`src/rtl/core/rwsl_pkg.sv`:
```
// ----------------------------------------------------------------------------
// rwsl_pkg
// Types, sizes and helpers for the reader/writer slot lock arbiter.
// ----------------------------------------------------------------------------
package rwsl_pkg;

  localparam int ID_W           = 16;
  localparam int MAX_READ_SLOTS = 8;
  localparam int WAIT_DEPTH     = 16;

  localparam int FUNC_W     = 2;
  localparam int STATUS_W   = 3;
  localparam int SLOT_W     = 4;
  localparam int CFG_W      = 4;
  localparam int SLOT_IDX_W = (MAX_READ_SLOTS > 1) ? $clog2(MAX_READ_SLOTS) : 1;
  localparam int PTR_W      = $clog2(WAIT_DEPTH);
  localparam int CNT_W      = $clog2(WAIT_DEPTH + 1);

  localparam logic [CNT_W-1:0] FIFO_FULL_COUNT = CNT_W'(WAIT_DEPTH);
  localparam logic [PTR_W-1:0] PTR_LAST        = PTR_W'(WAIT_DEPTH - 1);
  localparam logic [CFG_W-1:0] CFG_SLOTS_MAX   = CFG_W'(MAX_READ_SLOTS);
  localparam logic [CFG_W-1:0] CFG_SLOTS_RESET = CFG_W'(4);

  typedef enum logic [FUNC_W-1:0] {
    FN_READ    = 2'd0,
    FN_WRITE   = 2'd1,
    FN_RELEASE = 2'd2,
    FN_LOCATE  = 2'd3
  } func_t;

  typedef enum logic [STATUS_W-1:0] {
    ST_GRANTED  = 3'd0,
    ST_QUEUED   = 3'd1,
    ST_IDLE     = 3'd2,
    ST_NOTFOUND = 3'd3,
    ST_FULL     = 3'd4,
    ST_LOCATED  = 3'd5
  } status_t;

  typedef enum logic {
    S_WAIT = 1'b0,
    S_EXEC = 1'b1
  } state_t;

  typedef struct packed {
    logic                  free_hit;
    logic [SLOT_IDX_W-1:0] free_idx;
    logic                  id_hit;
    logic [SLOT_IDX_W-1:0] id_idx;
    logic                  wr_match;
    logic                  wr_empty;
  } slot_search_t;

  typedef struct packed {
    logic                  rd_we;
    logic [SLOT_IDX_W-1:0] rd_idx;
    logic [ID_W-1:0]       rd_data;
    logic                  wr_we;
    logic [ID_W-1:0]       wr_data;
  } slot_update_t;

  function automatic logic [PTR_W-1:0] ptr_inc(input logic [PTR_W-1:0] p);
    logic [PTR_W-1:0] r;
    r = (p == PTR_LAST) ? '0 : p + PTR_W'(1);
    return r;
  endfunction

endpackage

```
`src/rtl/core/rwsl_wait_fifo.sv`:
```
// ----------------------------------------------------------------------------
// rwsl_wait_fifo
// Wait queue of ids in a synchronous memory; the head word is read into a
// register on rd_en.
// ----------------------------------------------------------------------------
module rwsl_wait_fifo (
  input  logic                       clk,
  input  logic                       rst,
  input  logic                       rd_en,
  input  logic                       push,
  input  logic [rwsl_pkg::ID_W-1:0]  push_data,
  input  logic                       pop,
  output logic [rwsl_pkg::ID_W-1:0]  head_data,
  output logic                       nonempty,
  output logic                       full
);

  logic [rwsl_pkg::ID_W-1:0]  mem [rwsl_pkg::WAIT_DEPTH];
  logic [rwsl_pkg::PTR_W-1:0] head;
  logic [rwsl_pkg::PTR_W-1:0] tail;
  logic [rwsl_pkg::CNT_W-1:0] count;

  always_ff @(posedge clk) begin
    if (push) begin
      mem[tail] <= push_data;
    end
    if (rd_en) begin
      head_data <= mem[head];
    end
  end

  always_ff @(posedge clk) begin
    if (rst) begin
      head  <= '0;
      tail  <= '0;
      count <= '0;
    end else begin
      if (push) begin
        tail  <= rwsl_pkg::ptr_inc(tail);
        count <= count + rwsl_pkg::CNT_W'(1);
      end else if (pop) begin
        head  <= rwsl_pkg::ptr_inc(head);
        count <= count - rwsl_pkg::CNT_W'(1);
      end
    end
  end

  assign nonempty = (count != '0);
  assign full     = (count == rwsl_pkg::FIFO_FULL_COUNT);

endmodule

```
`src/rtl/core/rwsl_slot_bank.sv`:
```
// ----------------------------------------------------------------------------
// rwsl_slot_bank
// Read and write slot owners with parallel lowest-index search.
// ----------------------------------------------------------------------------
module rwsl_slot_bank (
  input  logic                          clk,
  input  logic                          rst,
  input  logic [rwsl_pkg::CFG_W-1:0]    num_slots,
  input  logic [rwsl_pkg::ID_W-1:0]     key,
  input  rwsl_pkg::slot_update_t        upd,
  output rwsl_pkg::slot_search_t        search
);

  logic [rwsl_pkg::ID_W-1:0]  owner [rwsl_pkg::MAX_READ_SLOTS];
  logic [rwsl_pkg::ID_W-1:0]  wr_owner;
  logic [rwsl_pkg::CFG_W-1:0] n;

  always_ff @(posedge clk) begin
    if (rst) begin
      for (int i = 0; i < rwsl_pkg::MAX_READ_SLOTS; i++) begin
        owner[i] <= '0;
      end
      wr_owner <= '0;
    end else begin
      if (upd.rd_we) begin
        owner[upd.rd_idx] <= upd.rd_data;
      end
      if (upd.wr_we) begin
        wr_owner <= upd.wr_data;
      end
    end
  end

  always_comb begin
    if (num_slots == '0) begin
      n = rwsl_pkg::CFG_W'(1);
    end else if (num_slots > rwsl_pkg::CFG_SLOTS_MAX) begin
      n = rwsl_pkg::CFG_SLOTS_MAX;
    end else begin
      n = num_slots;
    end

    search          = '0;
    search.wr_match = (wr_owner == key);
    search.wr_empty = (wr_owner == '0);
    for (int i = rwsl_pkg::MAX_READ_SLOTS - 1; i >= 0; i--) begin
      if (rwsl_pkg::CFG_W'(i) < n) begin
        if (owner[i] == '0) begin
          search.free_hit = 1'b1;
          search.free_idx = rwsl_pkg::SLOT_IDX_W'(i);
        end
        if (owner[i] == key) begin
          search.id_hit = 1'b1;
          search.id_idx = rwsl_pkg::SLOT_IDX_W'(i);
        end
      end
    end
  end

endmodule

```
`src/rtl/core/reader_writer_slot_lock_arbiter.sv`:
```
// ----------------------------------------------------------------------------
// reader_writer_slot_lock_arbiter
// Grants one write slot and a set of read slots to requester ids, with FIFO
// wait queues for readers and writers.
// ----------------------------------------------------------------------------
// Result: the accepting edge moves the FSM to S_EXEC, and done and the result
//   word are then registered together as S_EXEC ends.
// Busy is high in S_EXEC, which covers the wait-queue head read returning and
//   the slots and queues being updated; start is not accepted while busy.
// Reset (rst, synchronous): all slots empty, both queues empty, read slot
//   count 4. The receiver cannot stall; each result is shown for one cycle.
module reader_writer_slot_lock_arbiter (
  input  logic                          clk,
  input  logic                          rst,
  input  logic                          cfg_we,
  input  logic [rwsl_pkg::CFG_W-1:0]    cfg_data,
  input  logic                          start,
  output logic                          busy,
  input  logic [rwsl_pkg::FUNC_W-1:0]   func,
  input  logic [rwsl_pkg::ID_W-1:0]     context_id,
  output logic                          done,
  output logic [rwsl_pkg::STATUS_W-1:0] status,
  output logic                          granted,
  output logic [rwsl_pkg::ID_W-1:0]     granted_id,
  output logic [rwsl_pkg::SLOT_W-1:0]   slot
);

  rwsl_pkg::state_t              state, state_next;
  logic [rwsl_pkg::CFG_W-1:0]    num_slots;
  rwsl_pkg::func_t               func_q;
  logic [rwsl_pkg::ID_W-1:0]     id_q;
  logic                          accept;
  logic                          exec;

  rwsl_pkg::slot_search_t        search;
  rwsl_pkg::slot_update_t        upd;

  logic                          rq_push, rq_pop, rq_nonempty, rq_full;
  logic                          wq_push, wq_pop, wq_nonempty, wq_full;
  logic [rwsl_pkg::ID_W-1:0]     rq_head, wq_head;

  rwsl_pkg::status_t             status_next;
  logic                          granted_next;
  logic [rwsl_pkg::ID_W-1:0]     granted_id_next;
  logic [rwsl_pkg::SLOT_W-1:0]   slot_next;

  assign accept = start && !busy;
  assign exec   = (state == rwsl_pkg::S_EXEC);

  always_ff @(posedge clk) begin
    if (rst) begin
      state     <= rwsl_pkg::S_WAIT;
      num_slots <= rwsl_pkg::CFG_SLOTS_RESET;
      done      <= 1'b0;
    end else begin
      state <= state_next;
      done  <= exec;
      if (cfg_we) begin
        num_slots <= cfg_data;
      end
    end
  end

  always_ff @(posedge clk) begin
    if (accept) begin
      func_q <= rwsl_pkg::func_t'(func);
      id_q   <= context_id;
    end
    if (exec) begin
      status     <= status_next;
      granted    <= granted_next;
      granted_id <= granted_id_next;
      slot       <= slot_next;
    end
  end

  always_comb begin
    state_next = state;
    busy       = 1'b0;
    unique case (state)
      rwsl_pkg::S_WAIT: begin
        if (start) state_next = rwsl_pkg::S_EXEC;
      end
      rwsl_pkg::S_EXEC: begin
        busy       = 1'b1;
        state_next = rwsl_pkg::S_WAIT;
      end
      default: state_next = rwsl_pkg::S_WAIT;
    endcase
  end

  always_comb begin
    upd             = '0;
    rq_push         = 1'b0;
    rq_pop          = 1'b0;
    wq_push         = 1'b0;
    wq_pop          = 1'b0;
    status_next     = rwsl_pkg::ST_NOTFOUND;
    granted_next    = 1'b0;
    granted_id_next = '0;
    slot_next       = '0;
    if (exec && id_q != '0) begin
      unique case (func_q)
        rwsl_pkg::FN_READ: begin
          if (!rq_nonempty && search.free_hit) begin
            upd.rd_we       = 1'b1;
            upd.rd_idx      = search.free_idx;
            upd.rd_data     = id_q;
            status_next     = rwsl_pkg::ST_GRANTED;
            granted_next    = 1'b1;
            granted_id_next = id_q;
            slot_next       = rwsl_pkg::SLOT_W'(search.free_idx) + rwsl_pkg::SLOT_W'(1);
          end else if (!rq_full) begin
            rq_push     = 1'b1;
            status_next = rwsl_pkg::ST_QUEUED;
          end else begin
            status_next = rwsl_pkg::ST_FULL;
          end
        end
        rwsl_pkg::FN_WRITE: begin
          if (search.wr_empty) begin
            upd.wr_we       = 1'b1;
            upd.wr_data     = id_q;
            status_next     = rwsl_pkg::ST_GRANTED;
            granted_next    = 1'b1;
            granted_id_next = id_q;
          end else if (!wq_full) begin
            wq_push     = 1'b1;
            status_next = rwsl_pkg::ST_QUEUED;
          end else begin
            status_next = rwsl_pkg::ST_FULL;
          end
        end
        rwsl_pkg::FN_RELEASE: begin
          if (search.wr_match) begin
            upd.wr_we = 1'b1;
            if (wq_nonempty) begin
              wq_pop          = 1'b1;
              upd.wr_data     = wq_head;
              status_next     = rwsl_pkg::ST_GRANTED;
              granted_next    = 1'b1;
              granted_id_next = wq_head;
            end else begin
              upd.wr_data = '0;
              status_next = rwsl_pkg::ST_IDLE;
            end
          end else if (search.id_hit) begin
            upd.rd_we  = 1'b1;
            upd.rd_idx = search.id_idx;
            slot_next  = rwsl_pkg::SLOT_W'(search.id_idx) + rwsl_pkg::SLOT_W'(1);
            if (rq_nonempty) begin
              rq_pop          = 1'b1;
              upd.rd_data     = rq_head;
              status_next     = rwsl_pkg::ST_GRANTED;
              granted_next    = 1'b1;
              granted_id_next = rq_head;
            end else begin
              upd.rd_data = '0;
              status_next = rwsl_pkg::ST_IDLE;
            end
          end
        end
        rwsl_pkg::FN_LOCATE: begin
          if (search.wr_match) begin
            status_next = rwsl_pkg::ST_LOCATED;
          end else if (search.id_hit) begin
            status_next = rwsl_pkg::ST_LOCATED;
            slot_next   = rwsl_pkg::SLOT_W'(search.id_idx) + rwsl_pkg::SLOT_W'(1);
          end
        end
        default: status_next = rwsl_pkg::ST_NOTFOUND;
      endcase
    end
  end

  rwsl_slot_bank u_slots (
    .clk       (clk),
    .rst       (rst),
    .num_slots (num_slots),
    .key       (id_q),
    .upd       (upd),
    .search    (search)
  );

  rwsl_wait_fifo u_reader_q (
    .clk       (clk),
    .rst       (rst),
    .rd_en     (accept),
    .push      (rq_push),
    .push_data (id_q),
    .pop       (rq_pop),
    .head_data (rq_head),
    .nonempty  (rq_nonempty),
    .full      (rq_full)
  );

  rwsl_wait_fifo u_writer_q (
    .clk       (clk),
    .rst       (rst),
    .rd_en     (accept),
    .push      (wq_push),
    .push_data (id_q),
    .pop       (wq_pop),
    .head_data (wq_head),
    .nonempty  (wq_nonempty),
    .full      (wq_full)
  );

endmodule

```
`config.mk`:
```
export PLATFORM = sky130hd
export DESIGN_NAME = reader_writer_slot_lock_arbiter
export DESIGN_NICKNAME = d
export VERILOG_FILES = /design/src/rtl/core/rwsl_pkg.sv /design/src/rtl/core/rwsl_wait_fifo.sv /design/src/rtl/core/rwsl_slot_bank.sv /design/src/rtl/core/reader_writer_slot_lock_arbiter.sv
export SDC_FILE = /design/constraint.sdc
export NUM_CORES = 1
export LEC_CHECK = 0
export BUFFER_PORTS_ARGS = -buffer_cell sky130_fd_sc_hd__buf_2
export CAP_MARGIN = 25
export CORE_UTILIZATION = 50
export CTS_CLUSTER_DIAMETER = 120
export DETAILED_ROUTE_END_ITERATION = 7
export PLACE_DENSITY = 0.73
export SLEW_MARGIN = 20
export SYNTH_ARGS = -nofsm -noshare
export SYNTH_HDL_FRONTEND = slang
export SYNTH_HIERARCHICAL = 1
export SYNTH_SLANG_ARGS = --single-unit
```
`constraint.sdc`:
```
create_clock -name clk -period 5.1 [get_ports clk]
set_input_delay 1.02 -clock clk [delete_from_list [all_inputs] [get_ports clk]]
set_output_delay 1.02 -clock clk [all_outputs]
set_load 0.005 [all_outputs]
```
Word level (Yosys, flattened, before mapping)

Memories as Yosys holds them, arrays and structs flattened. A register that Yosys moved wholly into a read port is not among the register bits.
Cells that the tools add are included.

Bits in registers: 90
Bits in writable memories: 640
Input bits: 26
Output and inout port bits: 26
Memories: 3

Memory list:

| name           | words | width | rd ports | clocked after Yosys merged registers in | wr ports | RTL line             | text |
|---|---|---|---|---|---|---|---|
| u_reader_q.mem | 16    | 16    | 1        | 1                                       | 1        | rwsl_wait_fifo.sv:18 | `logic [rwsl_pkg::ID_W-1:0] mem [rwsl_pkg::WAIT_DEPTH];` |
| u_writer_q.mem | 16    | 16    | 1        | 1                                       | 1        | rwsl_wait_fifo.sv:18 |  |
| u_slots.owner  | 8     | 16    | 8        | 0                                       | 8        | rwsl_slot_bank.sv:14 | `logic [rwsl_pkg::ID_W-1:0] owner [rwsl_pkg::MAX_READ_SLOTS];` |

$add $sub $neg: 10
Order comparisons: 9
Equality and inequality tests: 18
Multiplexer cells: 100
Bitwise operators: 3
Reductions and logical operators: 25

Operator list:

| operator                                          | number |
|---|---|
| equality test 16 bit                              | 9 |
| logical NOT 16 bit                                | 9 |
| 2-to-1 mux 16 bit                                 | 7 |
| 2-to-1 mux 4 bit                                  | 25 |
| 2-to-1 mux 8 bit                                  | 8 |
| 2-to-1 mux 20 bit                                 | 3 |
| one-hot mux 16 bit (3 select lines)               | 1 |
| one-hot mux 20 bit (2 select lines)               | 1 |
| 2-to-1 mux 37 bit                                 | 1 |
| 2-to-1 mux 17 bit                                 | 2 |
| one-hot mux 17 bit (2 select lines)               | 1 |
| 2-to-1 mux 1 bit                                  | 32 |
| 2-to-1 mux 3 bit                                  | 9 |
| 2-to-1 mux 5 bit                                  | 4 |
| adder 4 x 1 -> 4 bit, second input constant       | 4 |
| equality test 4 bit, second input constant        | 4 |
| < comparator 3 x 4 -> 1 bit, first input constant | 4 |
| nonzero test 16 bit                               | 1 |
| OR reduction 16 bit                               | 1 |
| one-hot mux 3 bit (4 select lines)                | 1 |
| adder 5 x 1 -> 5 bit, second input constant       | 2 |
| equality test 5 bit, second input constant        | 2 |
| nonzero test 5 bit                                | 2 |
| subtractor 5 x 1 -> 5 bit, second input constant  | 2 |
| 18 further kinds                                  | 30 |

Logic depth before layout (Yosys ltp)

Gate-level depths: netlist (run 1).

Word-level depth: 28
Depth in mapped cells: 16
Depth with buffers taken out: 14

Hierarchy

Netlist (run 1), hierarchy kept.

Modules (own cells, without submodules):

| module                          | instances | cells an instance | area an instance (sq um) |
|---|---|---|---|
| rwsl_wait_fifo at u_reader_q    | 1         | 518               | 10914.2 |
| rwsl_wait_fifo at u_writer_q    | 1         | 518               | 10913.0 |
| rwsl_slot_bank                  | 1         | 641               | 7586.0 |
| reader_writer_slot_lock_arbiter | 1         | 229               | 2600.0 |

Worst setup path before layout (run 1)

No wires, ideal clock.

Path type: register -> register
Start point: register id_q[7] (netlist name)
End point: memory u_slots/owner[6][0] (netlist name) (enable)
Library setup time: 0.334 ns
Arrival time: 3.565 ns
Required time: 4.766 ns
Path slack: 1.201 ns
Stages on the path, launching flop included: 14
Buffers on the path: 1
Cells stage by stage: edfxtp_1 -> buf_2 -> xor2_1 -> or4_4 -> nor3_2 -> a21o_1 -> or3b_1 -> nand2b_1 -> and3b_1 -> a22oi_1 -> nor3_1 -> or3b_1 -> nor2_1 -> or2_2

RTL lines:

| what                   | RTL line                              | text |
|---|---|---|
| from (decl)            | reader_writer_slot_lock_arbiter.sv:31 | `logic [rwsl_pkg::ID_W-1:0] id_q;` |
| from (signal assigned) | reader_writer_slot_lock_arbiter.sv:67 | `id_q <= context_id;` |
| to (decl)              | rwsl_slot_bank.sv:14                  |  |

==> flow_summary.toml, run 1 <==
[status]
run_status = "complete, no violations"

[detailed_routing]
wl_per_cell_um = 27.9
drt_pass1_iterations = 5
drcViolationCount = 0
num_vias = 18400
dr.first_iter.drc_count = 2469
ant_nets = 0
totalWireLength_um = 82000
viasPerCell = 6.28

[synthesis]
synthesis_warnings = 6
post_synth_instance_area_sq_um = 32000
ys_top_cells_by_count = "sky130_fd_sc_hd__edfxtp_1 (714), sky130_fd_sc_hd__and2_1 (166), sky130_fd_sc_hd__mux4_2 (128)"
syn-num-nets = 1956
synth_seq_cells = 762
async_flop_share_pct = 0
ys.flop_type = "sky130_fd_sc_hd__edfxtp_1"
synth_area_leader = "sky130_fd_sc_hd__edfxtp_1"
yosys-top-cells-area = "sky130_fd_sc_hd__edfxtp_1 (67%), sky130_fd_sc_hd__mux4_2 (9.0%), sky130_fd_sc_hd__and2_1 (3.2%), sky130_fd_sc_hd__dfxtp_1 (3.0%), sky130_fd_sc_hd__xor2_1 (2.5%)"
post_synth.cell_area_avg_sq_um = 16.8
synth_cells = 1906
library_cell_with_the_highest_instance_count_after_synthesis = "sky130_fd_sc_hd__edfxtp_1"
synthDistinctLibCells = 59
count_of_flip_flops_with_a_built_in_enable_after_synthesis = 714
synth_sequential_area_ratio_pct = 70.0
yosysTopAreaCellShare_pct = 67.0

[setup_path]
start_kind = "register"
crit_type = "register to register"
critical_path.endpoint_type = "register"
worstPathRequired_ns = 5.37
worst_r2r_path_depth = 14
worstPathArrival_ns = 4.72
cp_max_fo = 21

[timing]
timing.final.hold_violations = 0
worst_slew_pin_slew_ns = 1.09
drv_slew = 0
period_minus_slack_ns = 4.44
clock_skew_ns = 0.0350
slew_headroom_pct = 27.2
holdWs_ns = 0.509
unrepaired_setup_endpoints_after_global_routing = "false"
max_clock_freq_mhz = 225
timing.final.setup_violations = 0
final.setup.tns_ns = 0
min_period_over_period_pct = 87.1

[grt]
globalRoute.totalOverflow = 0
grt_max_degree = 44
number_of_global_route_vias_before_repair = 17700
grt_antenna_before_repair = 12
grt_util_all_layers_pct = 25.5
grt_pass1_wl_um = 119000

[finish]
post_layout_nonfiller_instances = 2937
filler_cell_count = 4651
drive_above_1_share_pct = 19.6
flow.area_growth_from_synthesis_pct = 13.2
final_net_count = 2075

[clock_tree]
cts.repair.resized = 0
cts.path.max_buffers = 3
cts_max_level = 3
clock_sink_count = 762
ctsRootBufferMaster = "sky130_fd_sc_hd__clkbuf_16"
cts_tree = "built"
clk_latency_worst_skew_pair_ns = 0.64
cts-buffers-inserted = 78
cts-hold-fix-buffers = 0
cts_setup_buffers = 0
clk_pin_slew_worst_paths_ns = 0.06

[pwr]
seq_power_share_pct = 53.3
p_clk_share_pct = 43.9
power.internal_w = 0.0104
p_per_area_nw_per_um2 = 363
power_leakage_nw = 11.8
p_sw_w = 0.00273
peakVddDrop_mv = 0.239
combPwrFrac_pct = 2.8
switching_share_pct = 20.7

[die]
fp.coreArea_sq_um = 63200
initial_core_util_pct = 50.7
die_area_sq_um = 65000
io-pin-count = 52
fp-row-count = 92
die_height_um = 255
die_width_um = 255

[hold_path]
min_path_type = "register to register"
min_delay_path_depth = 2

[placed_design]
place_inst = 2787
place_hpwl_um = 50900
routabilityCongestion = 0.968
io_buffer_count = 51

[job]
max_cap_violations = 0
worst max-delay path, stage by stage (launching register included):
cell and delay, ns:
sky130_fd_sc_hd__edfxtp_1 0.79, sky130_fd_sc_hd__buf_4 0.39, sky130_fd_sc_hd__xnor2_1 0.10, sky130_fd_sc_hd__nand4_1 0.12, sky130_fd_sc_hd__nor3_2 0.06, sky130_fd_sc_hd__a21o_1 0.19, sky130_fd_sc_hd__or3b_1 0.39, sky130_fd_sc_hd__nand2b_1 0.26
sky130_fd_sc_hd__and3b_1 0.27, sky130_fd_sc_hd__a22oi_1 0.14, sky130_fd_sc_hd__nor3_1 0.08, sky130_fd_sc_hd__or3b_1 0.46, sky130_fd_sc_hd__nor2_1 0.23, sky130_fd_sc_hd__buf_4 0.23, sky130_fd_sc_hd__or2_2 0.37
layout make-up:
class | count | area, sq um | share of cell area (%)
Sequential cell | 762 | 22400 | 61.9
Multi-Input combinational cell | 1025 | 9070 | 25.0
Clock buffer | 102 | 2150 | 5.92
Tap cell | 846 | 1060 | 2.92
Timing Repair Buffer | 144 | 1020 | 2.82
Clock inverter | 40 | 457 | 1.26
Inverter | 14 | 52.6 | 0.145
Antenna cell | 4 | 10.0 | 0.0276
sequential cells by signal, summed over array words and instances (netlist names), 16 cells and up:
register and cells:
granted_id 16, id_q 16, u_reader_q/head_data 16, u_reader_q/mem 256, u_slots/owner 128, u_slots/wr_owner 16
u_writer_q/head_data 16, u_writer_q/mem 256
path summary, 6_finish.rpt:
kind,from,endpoint,slack [ns]
worst max-delay path,id_q[5]$_DFFE_PP_,u_slots/owner[4][7]$_SDFFCE_PN0P_,0.66
worst min-delay path,u_reader_q/count[1]$_SDFFE_PP0P_,u_reader_q/count[1]$_SDFFE_PP0P_,0.51
worst max register to register,id_q[5]$_DFFE_PP_,u_slots/owner[4][7]$_SDFFCE_PN0P_,0.66
worst min register to register,u_reader_q/count[1]$_SDFFE_PP0P_,u_reader_q/count[1]$_SDFFE_PP0P_,0.51
per-layer routing:
| layer | vias up | routed length [um] | track usage, % |
|---|---|---|---|
| li1 | 7721 | - | - |
| met1 | 9407 | 32700 | 35.7 |
| met2 | 1135 | 38000 | 39.1 |
| met3 | 167 | 9140 | 6.85 |
| met4 | 18 | 1990 | 7.92 |
| met5 | - | 106 | 0 |
power groups by stage:
stage | sequential [W] | combinational, W | clock, W
after floorplan | 0.00712 | 0.000210 | 0
after global placement | 0.00713 | 0.000354 | 0
after detailed placement | 0.00714 | 0.000366 | 0
after CTS | 0.00700 | 0.000367 | 0.00586
after global routing | 0.00701 | 0.000397 | 0.00611
final | 0.00701 | 0.000372 | 0.00578
cell usage in the layout, fill, tap and decap left out, types with 7 or more instances in the layout:
| master | Yosys | routed |
|---|---|---|
| sky130_fd_sc_hd__nor3_1 | 33 | 33 |
| sky130_fd_sc_hd__nor4_1 | 57 | 57 |
| sky130_fd_sc_hd__a22oi_1 | 99 | 99 |
| sky130_fd_sc_hd__clkbuf_1 | 54 | 17 |
| sky130_fd_sc_hd__and2_1 | 166 | 166 |
| sky130_fd_sc_hd__nand2_1 | 63 | 63 |
| sky130_fd_sc_hd__mux2i_1 | 21 | 21 |
| sky130_fd_sc_hd__mux4_2 | 128 | 128 |
| sky130_fd_sc_hd__a21o_1 | 9 | 9 |
| sky130_fd_sc_hd__a211oi_1 | 21 | 21 |
| sky130_fd_sc_hd__or4_1 | 7 | 7 |
| sky130_fd_sc_hd__or2_2 | 9 | 9 |
| sky130_fd_sc_hd__clkinv_2 | 0 | 14 |
| sky130_fd_sc_hd__nand4_1 | 24 | 24 |
| sky130_fd_sc_hd__buf_2 | 31 | 51 |
| sky130_fd_sc_hd__ha_1 | 22 | 22 |
| sky130_fd_sc_hd__buf_4 | 5 | 86 |
| sky130_fd_sc_hd__edfxtp_1 | 714 | 714 |
| sky130_fd_sc_hd__bufinv_16 | 0 | 8 |
| sky130_fd_sc_hd__nor2b_1 | 17 | 14 |
| sky130_fd_sc_hd__nand2b_1 | 11 | 11 |
| sky130_fd_sc_hd__nor3b_1 | 21 | 20 |
| sky130_fd_sc_hd__dfxtp_1 | 48 | 44 |
| sky130_fd_sc_hd__clkbuf_16 | 0 | 81 |
| sky130_fd_sc_hd__xnor2_1 | 63 | 63 |
| sky130_fd_sc_hd__a21oi_1 | 20 | 20 |
| sky130_fd_sc_hd__nor2_1 | 70 | 70 |
| sky130_fd_sc_hd__inv_1 | 14 | 14 |
| sky130_fd_sc_hd__clkinv_1 | 0 | 11 |
| sky130_fd_sc_hd__xor2_1 | 91 | 91 |
kinds of logic (layout without fill, tap and decap cells):
kind of cell               after synthesis  in the layout  synth area share (%)
buffers and inverters                  119            300                  1.79
other                                    0              4                     0
adders and majority gates               24             24                 0.985
and+or+nand+nor                        512            512                  9.13
xor gates and xnor gates               154            154                  4.21
AOI/OAI and AO/OA                      186            186                  4.24
DFF                                    762            762                  70.0
muxes                                  149            149                  9.66
per-stage QoR:
stage / util [%] / setup slack [ns] / cell area, sq um / power (W)
2_1_floorplan: - / 1.20 / 32000 / 0.00733
3_3_place_gp: 53.1 / 0.830 / 33600 / 0.00749
3_5_place_dp: 53.1 / 0.781 / 33600 / 0.00750
4_1_cts: 57.2 / 0.744 / 36200 / 0.0132
5_1_grt: 57.3 / 0.314 / 36200 / 0.0135
6_report: 57.3 / 0.658 / 36200 / 0.0132
Power figures use the tool's default switching activity.
==> run 2: changes to the inputs <==
clock period = 4.3 ns   (was 5.1 ns; I/O delays follow)
==> flow_summary.toml, run 2 (same netlist as run 1, synthesis figures left out) <==
[detailed_routing]
viasPerCell = 6.19
drt_pass1_iterations = 6
totalWireLength_um = 79300
num_vias = 18200
ant_nets = 0
wl_per_cell_um = 27.0
drcViolationCount = 0
dr.first_iter.drc_count = 2234

[grt]
grt_util_all_layers_pct = 24.6
grt_antenna_before_repair = 3
grt_pass1_wl_um = 116000
globalRoute.totalOverflow = 0
number_of_global_route_vias_before_repair = 17900
grt_max_degree = 45

[die]
die_width_um = 255
fp-row-count = 92
initial_core_util_pct = 50.7
die_height_um = 255
fp.coreArea_sq_um = 63200
die_area_sq_um = 65000
io-pin-count = 52

[clock_tree]
cts_tree = "built"
cts-buffers-inserted = 78
cts_setup_buffers = 0
clk_latency_worst_skew_pair_ns = 0.64
clk_pin_slew_worst_paths_ns = 0.06
cts_max_level = 3
ctsRootBufferMaster = "sky130_fd_sc_hd__clkbuf_16"
clock_sink_count = 762
cts.path.max_buffers = 3

[placed_design]
postPlaceCellArea_sq_um = 33800
place_hpwl_um = 48100
routabilityCongestion = 0.910
io_buffer_count = 51

[finish]
antenna_cells_inserted = 0
final_net_count = 2080
drive_above_1_share_pct = 19.4
mostFrequentLayoutCells = "sky130_fd_sc_hd__edfxtp_1 (714), sky130_fd_sc_hd__and2_1 (166), sky130_fd_sc_hd__mux4_2 (128)"
top_regs = "u_reader_q/mem x256, u_writer_q/mem x256, u_slots/owner x128"
post-route-cell-area_sq_um = 36200
final_common_cell = "sky130_fd_sc_hd__edfxtp_1"
flow.area_growth_from_synthesis_pct = 13.0

[setup_path]
critical_path.endpoint_type = "register"
critical_path.most_common_cell = "sky130_fd_sc_hd__nor2_1"
critPathMaxStageDelay_ns = 0.63
worstPathArrival_ns = 4.37
crit_type = "register to register"
worstPathRequired_ns = 4.57
start_kind = "register"
path_buf_inv = 0
crit_family = "simple AND/OR/NAND/NOR gates"
cp_max_fo = 16
worst-r2r-setup-slack_ns = 0.20
worst_path_max_delay_cell = "sky130_fd_sc_hd__edfxtp_1"
sequence_of_cells_on_the_critical_path = "xor2_1 -> or4_4 -> nor3_2 -> a21o_1 -> or3b_1 -> nand2b_1 -> and3b_1 -> nor2_1 -> nor2_1 -> or3b_1 -> nor2_1 -> or2_2"

[timing]
drv_slew = 0
unrepaired_setup_endpoints_after_global_routing = "false"
final.setup.tns_ns = 0
clock_skew_ns = 0.0325
min_period_over_period_pct = 95.3
slew_headroom_pct = 29.3
timing.final.setup_violations = 0
timing.final.hold_violations = 0
worst_slew_pin_slew_ns = 1.06
max_clock_freq_mhz = 244
period_minus_slack_ns = 4.10

[hold_path]
min_path_type = "input port to register"

[pwr]
power_leakage_nw = 11.8
p_per_area_nw_per_um2 = 421
peakVddDrop_mv = 0.284

[job]
max_cap_violations = 0

[status]
run_status = "complete, no violations"
run 2: cell count changes in the layout (fill, tap and decap cells not counted), sizes merged:
| cell | change |
|---|---|
| buf | +5 |
| bufinv | -4 |
| clkinv | +6 |
| diode | -4 |
| inv | -4 |
run 2: worst paths after layout:
check	from	end	cells after the start
worst min register to register	u_writer_q/count[1]$_SDFFE_PP0P_	u_writer_q/count[1]$_SDFFE_PP0P_	2
worst max register to register	id_q[14]$_DFFE_PP_	u_slots/owner[2][8]$_SDFFCE_PN0P_	12
worst min-delay path	context_id[15]	id_q[15]$_DFFE_PP_	1
worst max-delay path	id_q[14]$_DFFE_PP_	u_slots/owner[2][8]$_SDFFCE_PN0P_	12
run 2: final cells by class:
cell class | instances | area [sq um]
repair buffers | 149 | 1150
clock inverters | 38 | 287
flip-flops and latches | 762 | 22400
fillers | 4637 | 27000
well taps | 846 | 1060
inverters | 14 | 52.6
multi-input cells | 1025 | 9080
clock buffers | 102 | 2140
run 2: power breakdown:
group	internal (W)	switching, W	leakage, nW	total [W]
Clock	0.00373	0.00274	1.19	0.00647
Sequential	0.00819	0.0000649	7.00	0.00826
Combinational	0.000162	0.000348	3.65	0.000511
Total	0.0121	0.00315	11.8	0.0152
run 2: worst reg2reg max path, cell delays in order (launching register included):
cell,delay (ns)
sky130_fd_sc_hd__edfxtp_1,0.63
sky130_fd_sc_hd__xor2_1,0.24
sky130_fd_sc_hd__or4_4,0.53
sky130_fd_sc_hd__nor3_2,0.21
sky130_fd_sc_hd__a21o_1,0.15
sky130_fd_sc_hd__or3b_1,0.13
sky130_fd_sc_hd__nand2b_1,0.28
sky130_fd_sc_hd__and3b_1,0.28
sky130_fd_sc_hd__nor2_1,0.06
sky130_fd_sc_hd__nor2_1,0.12
sky130_fd_sc_hd__or3b_1,0.53
sky130_fd_sc_hd__nor2_1,0.21
sky130_fd_sc_hd__or2_2,0.38
run 2: timing repair:
| item | in CTS | in global routing |
|---|---|---|
| hold endpoints to repair | 0 | 0 |
| gates resized for setup | 0 | 1 |
| hold buffers | 0 | 0 |
| setup endpoints to repair | 0 | 48 |
run 2: per-layer routing:
metal / up-vias / global-route usage (%) / share of wire [%]
li1: 7723 / - / -
met5: - / 0 / 0.043
met4: 4 / 7.99 / 2.6
met3: 165 / 4.69 / 9.9
met2: 1008 / 38.9 / 47
met1: 9261 / 34.6 / 40
run 2: stage by stage:
step / util, % / instances / worst slack, ns / hold slack, ns / total power (W)
final: 57.3 / 2936 / 0.203 / 0.400 / 0.0152
after global routing: 57.3 / 2936 / 0.0419 / 0.401 / 0.0156
after CTS: 57.2 / 2936 / 0.259 / 0.384 / 0.0153
after detailed placement: 53.4 / 2796 / 0.286 / 0.505 / 0.00891
after global placement: 53.4 / 2796 / 0.304 / 0.484 / 0.00889
after floorplan: - / 1906 / 0.401 / 0.455 / 0.00868
